==> config.mk <==
export PLATFORM = sky130hd
export DESIGN_NAME = time_of_day_palette_tint_top
export DESIGN_NICKNAME = d
export VERILOG_FILES = /design/src/rtl/tod_tint_pkg.sv /design/src/rtl/tod_tint_cfg.sv /design/src/rtl/tod_tint_pipe.sv /design/src/rtl/time_of_day_palette_tint_top.sv
export SDC_FILE = /design/constraint.sdc
export NUM_CORES = 1
export LEC_CHECK = 0
export BUFFER_PORTS_ARGS = -buffer_cell sky130_fd_sc_hd__buf_2
export CORE_MARGIN = 2
export CORE_UTILIZATION = 59
export DETAILED_ROUTE_END_ITERATION = 12
export PLACE_DENSITY = 0.77
export SYNTH_ARGS = -nofsm -noshare
export SYNTH_HDL_FRONTEND = slang
export SYNTH_SLANG_ARGS = --single-unit
==> constraint.sdc <==
create_clock -name clk -period 5.1 [get_ports clk]
set_input_delay 0 -clock clk [delete_from_list [all_inputs] [get_ports clk]]
set_output_delay 0 -clock clk [all_outputs]
set_load 0.01 [all_outputs]
==> src/rtl/tod_tint_pkg.sv <==
// Package for the time-of-day palette tint block.
// Holds the RGB555 type, the day stage enum, register indexes and the filter tables.
// Used by every module of the block; depends on nothing else.
package tod_tint_pkg;

	typedef struct packed {
		logic [4:0] b;
		logic [4:0] g;
		logic [4:0] r;
	} rgb555_t;

	typedef enum logic [2:0] {
		STG_MIDNIGHT,
		STG_DAWN,
		STG_DAY,
		STG_SUNSET,
		STG_NIGHTFALL,
		STG_NIGHT
	} day_stage_t;

	localparam int CFG_IDX_W = 3;
	localparam int CFG_DATA_W = 32;

	localparam logic [CFG_IDX_W-1:0] REG_HOUR_NOW        = 3'd0;
	localparam logic [CFG_IDX_W-1:0] REG_MINUTE_NOW      = 3'd1;
	localparam logic [CFG_IDX_W-1:0] REG_DAWN_START      = 3'd2;
	localparam logic [CFG_IDX_W-1:0] REG_MORNING_START   = 3'd3;
	localparam logic [CFG_IDX_W-1:0] REG_SUNSET_START    = 3'd4;
	localparam logic [CFG_IDX_W-1:0] REG_NIGHTFALL_START = 3'd5;
	localparam logic [CFG_IDX_W-1:0] REG_NIGHT_START     = 3'd6;
	localparam logic [CFG_IDX_W-1:0] REG_PALETTE_MASK    = 3'd7;

	localparam logic [4:0] SPRITE_FIRST = 5'd16;
	localparam logic [4:0] TABLE_LAST   = 5'd29;
	localparam logic [4:0] CHAN_MAX     = 5'd31;

	function automatic rgb555_t rgb(input int r, input int g, input int b);
		rgb555_t c;
		c.r = 5'(r);
		c.g = 5'(g);
		c.b = 5'(b);
		return c;
	endfunction

	localparam rgb555_t DAY_FILTER   = rgb(0, 0, 0);
	localparam rgb555_t NIGHT_FILTER = rgb(14, 14, 6);

	localparam rgb555_t MIDNIGHT_TAB [8] = '{
		rgb(14,14,6), rgb(14,14,7), rgb(14,14,8), rgb(15,15,8),
		rgb(15,15,9), rgb(15,15,9), rgb(16,16,9), rgb(16,16,10)
	};

	localparam rgb555_t DAWN_TAB [30] = '{
		rgb(15,15,10), rgb(15,15,10), rgb(14,14,10), rgb(13,13,10), rgb(12,12,10),
		rgb(11,11,10), rgb(10,10,10), rgb(9,9,10), rgb(8,8,10), rgb(8,8,11),
		rgb(7,7,11), rgb(6,6,11), rgb(5,5,11), rgb(4,4,11), rgb(3,3,11),
		rgb(2,2,11), rgb(1,1,11), rgb(0,0,11), rgb(0,0,10), rgb(0,0,9),
		rgb(0,0,8), rgb(0,0,7), rgb(0,0,6), rgb(0,0,5), rgb(0,0,4),
		rgb(0,0,3), rgb(0,0,2), rgb(0,0,1), rgb(0,0,0), rgb(0,0,0)
	};

	localparam rgb555_t SUNSET_TAB [30] = '{
		rgb(0,0,1), rgb(0,1,1), rgb(0,1,2), rgb(0,1,3), rgb(0,2,3),
		rgb(0,2,4), rgb(0,2,5), rgb(0,3,5), rgb(0,3,6), rgb(0,3,7),
		rgb(0,4,7), rgb(0,4,8), rgb(0,4,9), rgb(0,5,9), rgb(0,5,10),
		rgb(0,5,11), rgb(0,6,11), rgb(0,6,12), rgb(0,6,13), rgb(0,7,13),
		rgb(0,7,14), rgb(0,7,14), rgb(0,8,14), rgb(0,9,14), rgb(0,10,14),
		rgb(0,11,14), rgb(0,12,14), rgb(0,13,14), rgb(0,14,14), rgb(0,14,14)
	};

	localparam rgb555_t NIGHTFALL_TAB [30] = '{
		rgb(0,14,14), rgb(0,14,14), rgb(0,14,13), rgb(0,14,12), rgb(0,14,11),
		rgb(0,14,10), rgb(1,14,10), rgb(1,14,9), rgb(0,14,8), rgb(1,14,7),
		rgb(1,14,6), rgb(2,14,6), rgb(2,14,5), rgb(2,14,4), rgb(2,14,3),
		rgb(2,14,2), rgb(2,14,2), rgb(3,14,3), rgb(4,14,4), rgb(5,14,5),
		rgb(6,14,6), rgb(7,14,6), rgb(8,14,6), rgb(9,14,6), rgb(10,14,6),
		rgb(11,14,6), rgb(12,14,6), rgb(13,14,6), rgb(14,14,6), rgb(14,14,6)
	};

endpackage

==> src/rtl/tod_tint_cfg.sv <==
// Configuration registers and filter colour selection for the palette tint.
// Decodes the day stage from the hour and looks the filter up in the package tables.
// Depends on tod_tint_pkg.
module tod_tint_cfg #(
	parameter int PALETTE_COUNT = 32
) (
	input  logic                              clk,
	input  logic                              arst_n,
	input  logic                              cfg_valid,
	input  logic [tod_tint_pkg::CFG_IDX_W-1:0]  cfg_index,
	input  logic [tod_tint_pkg::CFG_DATA_W-1:0] cfg_data,
	output tod_tint_pkg::rgb555_t             filter,
	output logic [PALETTE_COUNT-1:0]          palette_mask
);
	import tod_tint_pkg::*;

	logic [4:0] hour_q;
	logic [5:0] minute_q;
	logic [4:0] dawn_q;
	logic [4:0] morning_q;
	logic [4:0] sunset_q;
	logic [4:0] nightfall_q;
	logic [4:0] night_q;
	logic [PALETTE_COUNT-1:0] mask_q;
	rgb555_t filter_q;

	day_stage_t stage;
	logic [4:0] half_idx;
	logic [2:0] eighth_idx;
	rgb555_t filter_d;

	always_ff @(posedge clk or negedge arst_n) begin
		if (!arst_n) begin
			hour_q      <= 5'd12;
			minute_q    <= 6'd0;
			dawn_q      <= 5'd4;
			morning_q   <= 5'd6;
			sunset_q    <= 5'd17;
			nightfall_q <= 5'd19;
			night_q     <= 5'd22;
			mask_q      <= '1;
		end else if (cfg_valid) begin
			unique case (cfg_index)
				REG_HOUR_NOW:        hour_q      <= cfg_data[4:0];
				REG_MINUTE_NOW:      minute_q    <= cfg_data[5:0];
				REG_DAWN_START:      dawn_q      <= cfg_data[4:0];
				REG_MORNING_START:   morning_q   <= cfg_data[4:0];
				REG_SUNSET_START:    sunset_q    <= cfg_data[4:0];
				REG_NIGHTFALL_START: nightfall_q <= cfg_data[4:0];
				REG_NIGHT_START:     night_q     <= cfg_data[4:0];
				REG_PALETTE_MASK:    mask_q      <= cfg_data[PALETTE_COUNT-1:0];
				default: ;
			endcase
		end
	end

	always_comb begin
		if (hour_q < dawn_q)
			stage = STG_MIDNIGHT;
		else if (hour_q < morning_q)
			stage = STG_DAWN;
		else if (hour_q < sunset_q)
			stage = STG_DAY;
		else if (hour_q < nightfall_q)
			stage = STG_SUNSET;
		else if (hour_q < night_q)
			stage = STG_NIGHTFALL;
		else
			stage = STG_NIGHT;
	end

	// table entry saturates at the last one for minutes past the table
	assign half_idx   = (minute_q[5:1] > TABLE_LAST) ? TABLE_LAST : minute_q[5:1];
	assign eighth_idx = (hour_q == 5'd0) ? minute_q[5:3] : 3'd7;

	always_comb begin
		unique case (stage)
			STG_MIDNIGHT:  filter_d = MIDNIGHT_TAB[eighth_idx];
			STG_DAWN:      filter_d = DAWN_TAB[half_idx];
			STG_DAY:       filter_d = DAY_FILTER;
			STG_SUNSET:    filter_d = SUNSET_TAB[half_idx];
			STG_NIGHTFALL: filter_d = NIGHTFALL_TAB[half_idx];
			STG_NIGHT:     filter_d = NIGHT_FILTER;
			default:       filter_d = DAY_FILTER;
		endcase
	end

	// filter at reset matches the reset hour, which falls in the day stage
	always_ff @(posedge clk or negedge arst_n) begin
		if (!arst_n)
			filter_q <= DAY_FILTER;
		else
			filter_q <= filter_d;
	end

	assign filter       = filter_q;
	assign palette_mask = mask_q;

endmodule

==> src/rtl/tod_tint_pipe.sv <==
// Four-stage tint datapath: enable check, filter invert, channel multiply, scale and pack.
// Each stage holds its own valid bit and advances when the stage after it has room.
// Depends on tod_tint_pkg.
module tod_tint_pipe #(
	parameter int PALETTE_COUNT = 32
) (
	input  logic                  clk,
	input  logic                  arst_n,
	input  logic                  in_valid,
	output logic                  in_ready,
	input  logic [4:0]            palette_number,
	input  logic [14:0]           colour_in,
	input  logic                  tag_exempt,
	output logic                  out_valid,
	input  logic                  out_ready,
	output logic [14:0]           colour_out,
	input  tod_tint_pkg::rgb555_t filter,
	input  logic [PALETTE_COUNT-1:0] palette_mask
);
	import tod_tint_pkg::*;

	localparam int PAL_IDX_W = (PALETTE_COUNT > 1) ? $clog2(PALETTE_COUNT) : 1;

	logic v_s1, v_s2, v_s3, v_s4;
	logic rdy_s1, rdy_s2, rdy_s3, rdy_s4;

	logic    apply_d;
	logic    apply_s1, apply_s2, apply_s3;
	rgb555_t col_s1, col_s2, col_s3;
	rgb555_t inv_s2;
	logic [9:0] prod_r_s3, prod_g_s3, prod_b_s3;
	logic [14:0] col_s4;

	logic [5:0] sh_r, sh_g, sh_b;
	rgb555_t tinted;

	assign rdy_s4   = !v_s4 || out_ready;
	assign rdy_s3   = !v_s3 || rdy_s4;
	assign rdy_s2   = !v_s2 || rdy_s3;
	assign rdy_s1   = !v_s1 || rdy_s2;
	assign in_ready = rdy_s1;

	always_comb begin
		apply_d = ({1'b0, palette_number} < 6'(PALETTE_COUNT))
		       && palette_mask[palette_number[PAL_IDX_W-1:0]]
		       && ((palette_number < SPRITE_FIRST) || !tag_exempt);
	end

	always_ff @(posedge clk or negedge arst_n) begin
		if (!arst_n) begin
			v_s1 <= 1'b0;
			v_s2 <= 1'b0;
			v_s3 <= 1'b0;
			v_s4 <= 1'b0;
		end else begin
			if (rdy_s1) v_s1 <= in_valid;
			if (rdy_s2) v_s2 <= v_s1;
			if (rdy_s3) v_s3 <= v_s2;
			if (rdy_s4) v_s4 <= v_s3;
		end
	end

	always_ff @(posedge clk) begin
		if (rdy_s1 && in_valid) begin
			apply_s1 <= apply_d;
			col_s1   <= colour_in;
		end
		if (rdy_s2 && v_s1) begin
			apply_s2 <= apply_s1;
			col_s2   <= col_s1;
			inv_s2.r <= CHAN_MAX - filter.r;
			inv_s2.g <= CHAN_MAX - filter.g;
			inv_s2.b <= CHAN_MAX - filter.b;
		end
		if (rdy_s3 && v_s2) begin
			apply_s3  <= apply_s2;
			col_s3    <= col_s2;
			prod_r_s3 <= 10'(col_s2.r) * 10'(inv_s2.r);
			prod_g_s3 <= 10'(col_s2.g) * 10'(inv_s2.g);
			prod_b_s3 <= 10'(col_s2.b) * 10'(inv_s2.b);
		end
		if (rdy_s4 && v_s3)
			col_s4 <= apply_s3 ? tinted : col_s3;
	end

	// drop to zero above full scale; the product never reaches it
	always_comb begin
		sh_r = 6'(prod_r_s3 >> 5);
		sh_g = 6'(prod_g_s3 >> 5);
		sh_b = 6'(prod_b_s3 >> 5);
		tinted.r = (sh_r > 6'(CHAN_MAX)) ? 5'd0 : sh_r[4:0];
		tinted.g = (sh_g > 6'(CHAN_MAX)) ? 5'd0 : sh_g[4:0];
		tinted.b = (sh_b > 6'(CHAN_MAX)) ? 5'd0 : sh_b[4:0];
	end

	assign out_valid  = v_s4;
	assign colour_out = col_s4;

endmodule

==> src/rtl/time_of_day_palette_tint_top.sv <==
// Time-of-day palette tint: applies a daylight filter colour to RGB555 palette entries.
// Instantiates tod_tint_cfg (registers, filter lookup) and tod_tint_pipe (datapath).
// Depends on tod_tint_pkg.
//
// Usage:
//   Input beats carry palette_number, colour_in and tag_exempt on in_valid/in_ready.
//   Result beats carry colour_out on out_valid/out_ready, one per input, in order.
//   The configuration channel (cfg_valid/cfg_ready, cfg_index, cfg_data) is always
//   ready; write it only while no beat is in flight. The filter colour is registered
//   in the cycle after a write. Accepted beats pass through stages s1 to s4 before
//   out_valid; one beat per cycle is sustained while the receiver keeps out_ready
//   high, set by the four-stage pipeline that holds a beat per stage.
//   When the receiver stalls, beats pile up in the stages and in_ready drops only
//   once all four stages hold a beat; nothing is lost or repeated.
//   Reset clears all stage valid bits and loads the register reset values
//   (hour 12, minute 0, stage bounds 4/6/17/19/22, all palettes enabled).
module time_of_day_palette_tint_top #(
	parameter int PALETTE_COUNT = 32
) (
	input  logic        clk,
	input  logic        arst_n,
	input  logic        in_valid,
	output logic        in_ready,
	input  logic [4:0]  palette_number,
	input  logic [14:0] colour_in,
	input  logic        tag_exempt,
	output logic        out_valid,
	input  logic        out_ready,
	output logic [14:0] colour_out,
	input  logic        cfg_valid,
	output logic        cfg_ready,
	input  logic [tod_tint_pkg::CFG_IDX_W-1:0]  cfg_index,
	input  logic [tod_tint_pkg::CFG_DATA_W-1:0] cfg_data
);
	import tod_tint_pkg::*;

	rgb555_t filter;
	logic [PALETTE_COUNT-1:0] palette_mask;

	assign cfg_ready = 1'b1;

	tod_tint_cfg #(
		.PALETTE_COUNT(PALETTE_COUNT)
	) u_cfg (
		.clk          (clk),
		.arst_n       (arst_n),
		.cfg_valid    (cfg_valid),
		.cfg_index    (cfg_index),
		.cfg_data     (cfg_data),
		.filter       (filter),
		.palette_mask (palette_mask)
	);

	tod_tint_pipe #(
		.PALETTE_COUNT(PALETTE_COUNT)
	) u_pipe (
		.clk            (clk),
		.arst_n         (arst_n),
		.in_valid       (in_valid),
		.in_ready       (in_ready),
		.palette_number (palette_number),
		.colour_in      (colour_in),
		.tag_exempt     (tag_exempt),
		.out_valid      (out_valid),
		.out_ready      (out_ready),
		.colour_out     (colour_out),
		.filter         (filter),
		.palette_mask   (palette_mask)
	);

endmodule

# Word-level counts from Yosys, hierarchy flattened
# Memory sizes are Yosys's and may differ from the RTL's.
# Index checks and enable logic that the tools add are counted.
# Widths: inputs -> output; s select.
# totals
memories	4
register_bits	195
inputBits	61
elab_cells	118
rom_bits	1560
# mem_list
memory	words	width	read_ports	rd_clocked_by_memory_dff	wr	line	source
(name not given)	32	15	1	0	0	tod_tint_cfg.sv:79	STG_DAWN: filter_d = DAWN_TAB[half_idx];
(name not given)	32	15	1	0	0	tod_tint_cfg.sv:81	STG_SUNSET: filter_d = SUNSET_TAB[half_idx];
(name not given)	32	15	1	0	0	tod_tint_cfg.sv:82	STG_NIGHTFALL: filter_d = NIGHTFALL_TAB[half_idx];
(name not given)	8	15	1	0	0	tod_tint_cfg.sv:78	STG_MIDNIGHT: filter_d = MIDNIGHT_TAB[eighth_idx];
# op_classes
reduce_logical	26
n_lt_le_gt_ge	13
bitwise	2
mul	3
mux	22
n_eq_ne	11
addsub	3
# op_table
cell	count
$mux 15	9
$pmux 15 s5	1
$mul 5x5->10	3
$lt 5x5->1	5
$gt 5x5->1 const B	4
$mux 5	4
$eq 3x3->1 const B	6
$reduce_and 2->1	8
$mux 3	5
$sub 5x5->5 const A	3
$eq 3x2->1 const B	3
$eq 3x1->1 const B	2
$ge 6x6->1 const B	1
$logic_not 3->1	2
$lt 5x6->1 const B	1
$not 5->6	1
$bmux 1 s5	1
$logic_and 1x1->1	5
$logic_not 1->1	5
$logic_not 5->1	1
$logic_or 1x1->1	5
$lt 5x5->1 const B	1
$ge 4x4->1 const B	1
$not 3->4	1
$mux 1	2

# Logic depth before layout (Yosys ltp)
# Gate-level depths: netlist of run 1.
# logic_depth
depth_word	8
ltp_mapped	13
depth_no_buf	13

# By module
# Synthesis of run 1 repeated with hierarchy kept, for this count alone.
# unflattened
cells_unflattened	840
hier_area_um2	10092.2
# modules_own_cells
module	cells_per_inst	area_per_inst_um2	instances
tod_tint_pipe	417	5545.3	1
tod_tint_cfg	421	4535.6	1
time_of_day_palette_tint_top	2	11.3	1

# Worst setup path after synthesis of run 1
# Ideal clock, no wire load.
# synth_timing
path_type	reg-to-reg
from	register u_pipe.inv_s2[4] (netlist bit)
to	register u_pipe.prod_r_s3[9] (data pin)
path_stages_with_launch	13
synth_period_minus_slack_ps	3538
required_time_ps	4838
path_slack_ps	1562
n_path_buf	1
arrival_time_ps	3276
path_cell_list	edfxtp_1 -> clkbuf_1 -> nand2_1 -> fa_1 -> fa_1 -> fa_1 -> inv_1 -> ha_1 -> nand2_1 -> o21ai_1 -> o41ai_1 -> o21bai_1 -> xor2_1
# synth_between
elab_chain_len	1
# synth_lines
element	line	source
start, declared	tod_tint_pipe.sv:30	rgb555_t inv_s2;
$mul 5x5->10	tod_tint_pipe.sv:78	prod_r_s3 <= 10'(col_s2.r) * 10'(inv_s2.r);
end signal, assigned	tod_tint_pipe.sv:78	
end, declared	tod_tint_pipe.sv:31	logic [9:0] prod_r_s3, prod_g_s3, prod_b_s3;
# No other way between the ends.
# A chain may end at the register's enable or synchronous reset.

# Final worst setup path of run 1
# Same ends and word-level chain as after synthesis.

==> metrics.yaml, run 1 <==
synthesis:
  syn_inst: 805
  synthAdderAreaFrac_pct: 14.90
  synthSimpleGateAreaFrac_pct: 10.24
  synth_area_leaders: "edfxtp_1 (28%), dfstp_2 (12%), dfrtp_1 (10%)"
  synth-xor-area-share_pct: 1.165
  synth_top_area_share_pct: 27.96
  yosysUniqueCellTypes: 69
  async_reset_ff_share_pct: 48.00
  synth_compound_area_share_pct: 8.642
  ys_warn_count: 0
  ys_ff_latch: 175
  syn_nets: 968
  synth_seq_area_share_pct: 50.04
  muxShareOfSynthArea_pct: 10.47
  synth_top_flop_cell: "edfxtp_1"
  synth_top_family_by_area: "adder cells"
  synth_area_sq_mm: 0.009773
  syn_avg_cell_area_sq_um: 12.14
  synth_edf_count: 91
  yosysTopAreaCell: "edfxtp_1"
die:
  start_util_pct: 59.57
  ios: 79
  core_area_sq_mm: 0.01641
  fp.dieW_microns: 132.7
  die_height_microns: 132.7
  rows: 47
  die_area_sq_mm: 0.01761
global_route:
  grt_max_degree: 85
  grt_pass1_vias: 6816
  antenna_found_initial: 1
  grt_pass1_wl_microns: 33060
  grt_usage_pct: 23.94
  gr-total-overflow: 0
clock_network:
  cts_buffers: 17
  cts_tree: "built"
  cts.sinks: 175
  clk_latency_ns: 0.43
  cts_buffer_depth: 2
  cts-root-buf: "clkbuf_16"
  cts_max_level: 4
  clkTransAtPathRegs_ns: 0.07
  post_cts_buffers: 0
route:
  antenna_left: 0
  routed_wl_microns: 19760
  drc: 0
  viasPerCell: 5.599
  post_drt_wl_per_cell_microns: 16.91
  drt_iter0_drc: 596
  vias: 6545
  drt_first_pass_iters: 5
setup_path:
  crit_path_top_delay_cell: "fa_1"
  cp_common_cell: "fa_1"
  critPathLaunchType: "flop"
  critPathMaxFanout: 10
  arrival_ns: 3.93
  critPathRequiredTime_ns: 5.28
  cp_cell_sequence: "nand2_1 > fa_1 > fa_1 > fa_1 > inv_1 > ha_1 > nand2_1 > o21ai_1 > o41ai_1 > o21bai_1 > xor2_1"
  worstSetupPathType: "flop to flop"
  worstSetupEndpointType: "flop"
  max_stage_delay_ns: 0.54
sta:
  fin_skew_ns: 0.009830
  finalSetupViolCount: 0
  setup_tns_ns: 0
  max_clock_freq_ghz: 0.2668
  finalMaxSlewViolations: 0
  finalHoldViolations: 0
  min_period_ns: 3.748
  worstMarginPinSlew_ns: 1.032
  finalCritPeriodShare_pct: 73.48
  rsz0062_at_grt: "false"
  slew_headroom_pct: 31.22
pwr:
  max-vdd-ir-drop_mv: 0.2979
  power_density_mw_per_mm2: 480.0
  power.leakage_nw: 4.951
final_layout:
  regArea_sq_mm: 0.004891
  drive_above_1_share_pct: 20.78
  final_area_sq_mm: 0.01152
  syn2layout_area_growth_pct: 17.86
  multi_input_area_sq_mm: 0.004443
  fin_nets: 1098
  fillers: 1077
  layout_common_cells: "edfxtp_1 (91), inv_1 (81), ha_1 (78)"
  final_common_cell: "edfxtp_1"
run_status:
  status: "completed"
min_path:
  hold_path.class: "input port to flop"
job:
  drv_cap: 0
placement:
  dp_hpwl_microns: 12810
  dpl_cell_area_sq_mm: 0.01035
  gp_congestion: 0.8936
  port_buffers: 77
## cell families (layout without fill, tap and decap cells)
| kind of cell | count (synthesis) | in the layout |
|---|---|---|
| fa+ha+maj | 102 | 102 |
| compound gates | 131 | 131 |
| mux | 80 | 80 |
| flops | 175 | 175 |
| other cells | 1 | 2 |
| xor+xnor | 13 | 13 |
| buf+inv | 111 | 254 |
| simple gates | 192 | 192 |
## stage by stage
stage / hold WS, ns / utilization (%) / cells / total power, mW / worst slack, ns
5_1_grt: 0.05197 / 70.21 / 1169 / 5.914 / 1.135
2_1_floorplan: -0.2956 / - / 805 / 3.674 / 1.562
3_5_place_dp: 0.1787 / 63.08 / 1080 / 4.147 / 1.343
6_report: 0.02269 / 70.21 / 1169 / 5.528 / 1.352
4_1_cts: 0.002020 / 70.19 / 1168 / 5.535 / 1.326
3_3_place_gp: 0.1774 / 63.08 / 1080 / 4.059 / 1.429
## final timing paths
kind / cells after the start / slack, ns / startpoint / end
worst max-delay path: 11 / 1.35 / u_pipe.inv_s2[4]$_DFFE_PP_ / u_pipe.prod_r_s3[9]$_DFFE_PP_
worst min register to register: 0 / 0.41 / u_pipe.col_s1[11]$_DFFE_PP_ / u_pipe.col_s2[11]$_DFFE_PP_
max in group asynchronous: 2 / 4.15 / arst_n / u_pipe.v_s3$_DFFE_PN0P_
min in group asynchronous: 2 / 0.31 / arst_n / u_cfg.nightfall_q[2]$_DFFE_PN0P_
worst max register to register: 11 / 1.35 / u_pipe.inv_s2[4]$_DFFE_PP_ / u_pipe.prod_r_s3[9]$_DFFE_PP_
worst min-delay path: 4 / 0.02 / cfg_index[1] / u_cfg.dawn_q[4]$_DFFE_PN0P_
## power breakdown
part	switching, mW	total (mW)	internal [mW]
logic	1.09	2.02	0.932
clock network	0.577	1.32	0.746
registers	0.206	2.18	1.98
total	1.88	5.53	3.65
## synth_stat cells (3+ instances only)
library cell	number
edfxtp_1	91
inv_1	81
ha_1	78
nand2_1	71
mux2_1	52
dfstp_2	45
and2_1	42
dfrtp_1	39
a21oi_1	28
o21ai_1	28
nor2_1	26
fa_1	24
clkbuf_1	18
mux2_2	17
o21ai_0	14
nor3_1	9
nand2b_1	8
a31oi_1	7
mux4_2	7
nand3_1	7
xnor2_1	7
a21o_1	6
buf_2	6
nor2b_1	6
xor2_1	6
o211ai_1	5
o21bai_1	5
nand4_1	4
o21a_1	4
and4_1	3
inv_2	3
mux4_1	3
nand4b_1	3
o22a_1	3
o22ai_1	3
## worst max-delay path, delay by kind of cell, from the launching register on
family	cells	cell delay (ns)
AO/OA/AOI/OAI	3	0.68
XOR/XNOR	1	0.16
adder cells (fa/ha/maj)	4	1.89
buffers and inverters	1	0.04
flip-flops	1	0.51
AND/OR/NAND/NOR	2	0.21
## repair_timing
item	CTS	global route
resized for setup	0	0
hold buffers	56	0
hold endpoints to repair	125	0
## registers in the layout, summed over array words and instances, names as in the netlist, 13 cells and up
| register | cells |
|---|---|
| u_cfg.palette_mask | 32 |
| u_pipe.col_s1 | 15 |
| u_pipe.col_s2 | 15 |
| u_pipe.col_s3 | 15 |
| u_pipe.colour_out | 15 |
| u_cfg.filter | 13 |
| u_pipe.inv_s2 | 13 |
## layer usage
layer | GRT usage (%) | share of wire (%) | vias to the layer above
met5 | 0 | 0 | -
met4 | 10.22 | 2.5 | 0
met3 | 4.023 | 3.7 | 46
met2 | 41.34 | 52 | 176
met1 | 29.96 | 42 | 3212
li1 | - | - | 3111
## final cells by class
class	count	share of cell area (%)
Multi-Input combinational cell	519	38.57
Tap cell	220	2.390
Clock buffer	22	4.215
Sequential cell	175	42.46
Inverter	84	2.737
Timing Repair Buffer	138	8.560
Clock inverter	10	1.043
Antenna cell	1	0.02173
No activity file was read; power rests on OpenSTA's default activity.
==> inputs of run 2 (changes only) <==
- ABC_AREA: not set -> 1
- CORE_UTILIZATION: 59 -> 55
- PLACE_DENSITY: 0.77 -> 0.75
- clock period: 5.1 -> 3.1 ns (I/O delays scaled with it)
==> metrics.yaml, run 2 <==
placement:
  place_ws_ns: -0.2013  # -1.544 ns
  gp_congestion: 0.8947  # +0.12%
  dp_hpwl_microns: 14480  # +13%
  port_buffers: 77  # unchanged
sta:
  finalSetupViolCount: 9  # +9
  hold_ws_ns: 0.01222  # -0.01047 ns
  min_period_ns: 3.168  # -0.5797 ns
  finalMaxSlewViolations: 0  # unchanged
  finalCritPeriodShare_pct: 102.2  # +29 points
  worstMarginPinSlew_ns: 0.9945  # -0.03727 ns
  slew_headroom_pct: 33.55  # +2.3 points
  fin_skew_ns: 0.01085  # +0.001016 ns
  rsz0062_at_grt: "true"
  finalHoldViolations: 0  # unchanged
  max_clock_freq_ghz: 0.3157  # +18%
  fin_ws_ns: -0.06792  # -1.420 ns
route:
  vias: 7860  # +20%
  routed_wl_microns: 21490  # +8.7%
  drc: 5  # +5
  viasPerCell: 5.202  # -7.1%
  drt_iter0_drc: 543  # -8.9%
  post_drt_wl_per_cell_microns: 14.22  # -16%
  drt_first_pass_iters: 11  # +6
  antenna_left: 0  # unchanged
min_path:
  hold_path_depth: 3  # -1
  hold_path.class: "input port to flop"
synthesis:
  syn_avg_cell_area_sq_um: 9.199  # -24%
  synth_top_area_share_pct: 26.83  # -1.1 points
  synth_area_leaders: "edfxtp_1 (27%), dfstp_2 (12%), nand2_1 (10%)"
  synth_edf_count: 91  # unchanged
  async_reset_ff_share_pct: 48.00  # unchanged
  synth_top_flop_cell: "edfxtp_1"
  yosysTopAreaCell: "edfxtp_1"
  synth_area_sq_mm: 0.01018  # +4.2%
  yosysMostFrequentCell: "nand2_1"
  synth.top_cells.by_count: "nand2_1 (272), inv_1 (193), edfxtp_1 (91)"
  yosysUniqueCellTypes: 39  # -43%
  syn_inst: 1107  # +38%
  ys_warn_count: 0  # unchanged
  synth_seq_area_share_pct: 48.03  # -2.0 points
  ys_ff_latch: 175  # unchanged
  syn_nets: 1270  # +31%
setup_path:
  cp_common_cell: "fa_1"
  worstSetupPathType: "flop to flop"
  arrival_ns: 3.33  # -0.60 ns
  crit_path_top_delay_cell: "fa_1"
  max_stage_delay_ns: 0.50  # -0.04 ns
  cp_num_buf_inv: 3  # +2
  critPathRequiredTime_ns: 3.27  # -2.01 ns
  path_delay_family: "adder cells"
  critPathMaxFanout: 2  # -8
  ff2ff_path_depth: 13  # +2
  path_depth: 13  # +2
  cp_cell_sequence: "nand2_1 > inv_2 > fa_1 > inv_1 > fa_1 > fa_1 > inv_2 > ha_4 > nand2_1 > a21oi_1 > a211oi_2 > o21ai_1 > xor2_1"
  worstSetupEndpointType: "flop"
  critPathLaunchType: "flop"
die:
  core_area_sq_mm: 0.01809  # +10%
  die_height_microns: 140.1  # +5.5%
  start_util_pct: 56.31  # -3.3 points
  rows: 49  # +4.3%
  fp.dieW_microns: 140.1  # +5.5%
  ios: 79  # unchanged
  die_area_sq_mm: 0.01962  # +11%
final_layout:
  drive_above_1_share_pct: 22.78  # +2.0 points
  largest_reg_flops: 32  # unchanged
  final_common_cell: "nand2_1"
  regArea_sq_mm: 0.004891  # unchanged
  n_antenna_cell: 0  # -1
  syn2layout_area_growth_pct: 22.91
  fin_nets: 1432  # +30%
  fillers: 1311  # +22%
  multi_input_area_sq_mm: 0.004787  # +7.7%
  layout_common_cells: "nand2_1 (261), inv_1 (188), edfxtp_1 (91)"
pwr:
  max-vdd-ir-drop_mv: 0.4983  # +67%
  power_density_mw_per_mm2: 851.8  # +77%
  power.leakage_nw: 6.072  # +23%
global_route:
  gr-total-overflow: 0  # unchanged
  grt_pass1_wl_microns: 34760  # +5.1%
  grt_max_degree: 75  # -12%
  grt_usage_pct: 22.08  # -1.9 points
  antenna_found_initial: 0  # -1
  grt_pass1_vias: 7573  # +11%
clock_network:
  clkTransAtPathRegs_ns: 0.07  # about the same
  clk_latency_ns: 0.43  # about the same
  cts_max_level: 4  # unchanged
  cts_buffers: 17  # unchanged
  cts.sinks: 175  # unchanged
  cts-root-buf: "clkbuf_16"
  cts_buffer_depth: 2  # unchanged
  cts_tree: "built"
run_status:
  violations: "DRC, setup timing"
  status: "finished with violations"
job:
  drv_cap: 0  # unchanged
## run 2: path summary, 6_finish.rpt
path                                              from  slack, ns                                 end
max                        u_pipe.inv_s2[13]$_DFFE_PP_      -0.07       u_pipe.prod_b_s3[8]$_DFFE_PP_
min                                        cfg_data[4]       0.01   u_cfg.palette_mask[4]$_DFFE_PN1P_
max reg2reg                u_pipe.inv_s2[13]$_DFFE_PP_      -0.07       u_pipe.prod_b_s3[8]$_DFFE_PP_
min reg2reg                u_pipe.col_s1[11]$_DFFE_PP_       0.42         u_pipe.col_s2[11]$_DFFE_PP_
max in group asynchronous                       arst_n       2.10  u_cfg.palette_mask[23]$_DFFE_PN1P_
min in group asynchronous                       arst_n       0.26       u_cfg.minute_q[5]$_DFFE_PN0P_
## run 2: cells by family after synthesis
group	synth area share [%]
other	0.03682
adders and majority gates	14.30
and+or+nand+nor	17.12
AOI/OAI and AO/OA	8.084
xor gates and xnor gates	0.8601
muxes	3.096
DFF	48.03
buffers and inverters	8.478
## run 2: metrics by stage
stage / utilization [%] / cell area (sq um) / setup TNS (ns) / total power, mW / instances
6_report: 69.21 / 12520 / -0.2877 / 10.66 / 1511
5_1_grt: 69.21 / 12520 / -1.805 / 11.43 / 1511
4_1_cts: 67.93 / 12290 / -0.2571 / 10.07 / 1509
3_5_place_dp: 61.19 / 11070 / -1.003 / 7.498 / 1423
3_3_place_gp: 61.19 / 11070 / -0.3517 / 7.323 / 1423
2_1_floorplan: - / 10260 / -0.1111 / 6.415 / 1107
## run 2: power breakdown
group,total [mW],switching (mW),internal (mW)
clock network,2.18,0.908,1.27
logic,4.98,2.76,2.22
registers,3.50,0.269,3.24
total,10.7,3.94,6.72
## run 2: worst reg2reg max path, delay by kind of cell (launching register included)
kind / cells / cell delay [ns]
AOI/OAI and AO/OA: 3 / 0.44
xor gates and xnor gates: 1 / 0.18
adders and majority gates: 4 / 1.60
buffers and inverters: 3 / 0.14
DFF: 1 / 0.38
and+or+nand+nor: 2 / 0.15
## run 2: layout make-up
cell class              count  area share (%)
clock buffers              21           3.768
repair buffers            168           9.686
flip-flops and latches    175           39.07
clock inverters            11           1.030
inverters                 197           5.908
well taps                 229           2.289
multi-input cells         710           38.24
## run 2: what timing repair did
item,in CTS,in global routing
resized for setup,21,37
pin swaps,31,28
hold buffers,49,0
cloned,0,0
buffers inserted,5,3
hold endpoints to repair,95,0
endpoints found under the setup margin,11,15
## run 2: layer usage
metal	share of wire (%)	GRT usage [%]	up-vias	wire length, microns
met3	4.1	3.453	55	879
met2	52	40.60	233	11100
met4	2.8	8.719	0	597
met5	0	0	-	0
met1	41	25.95	3680	8913
li1	-	-	3892	-
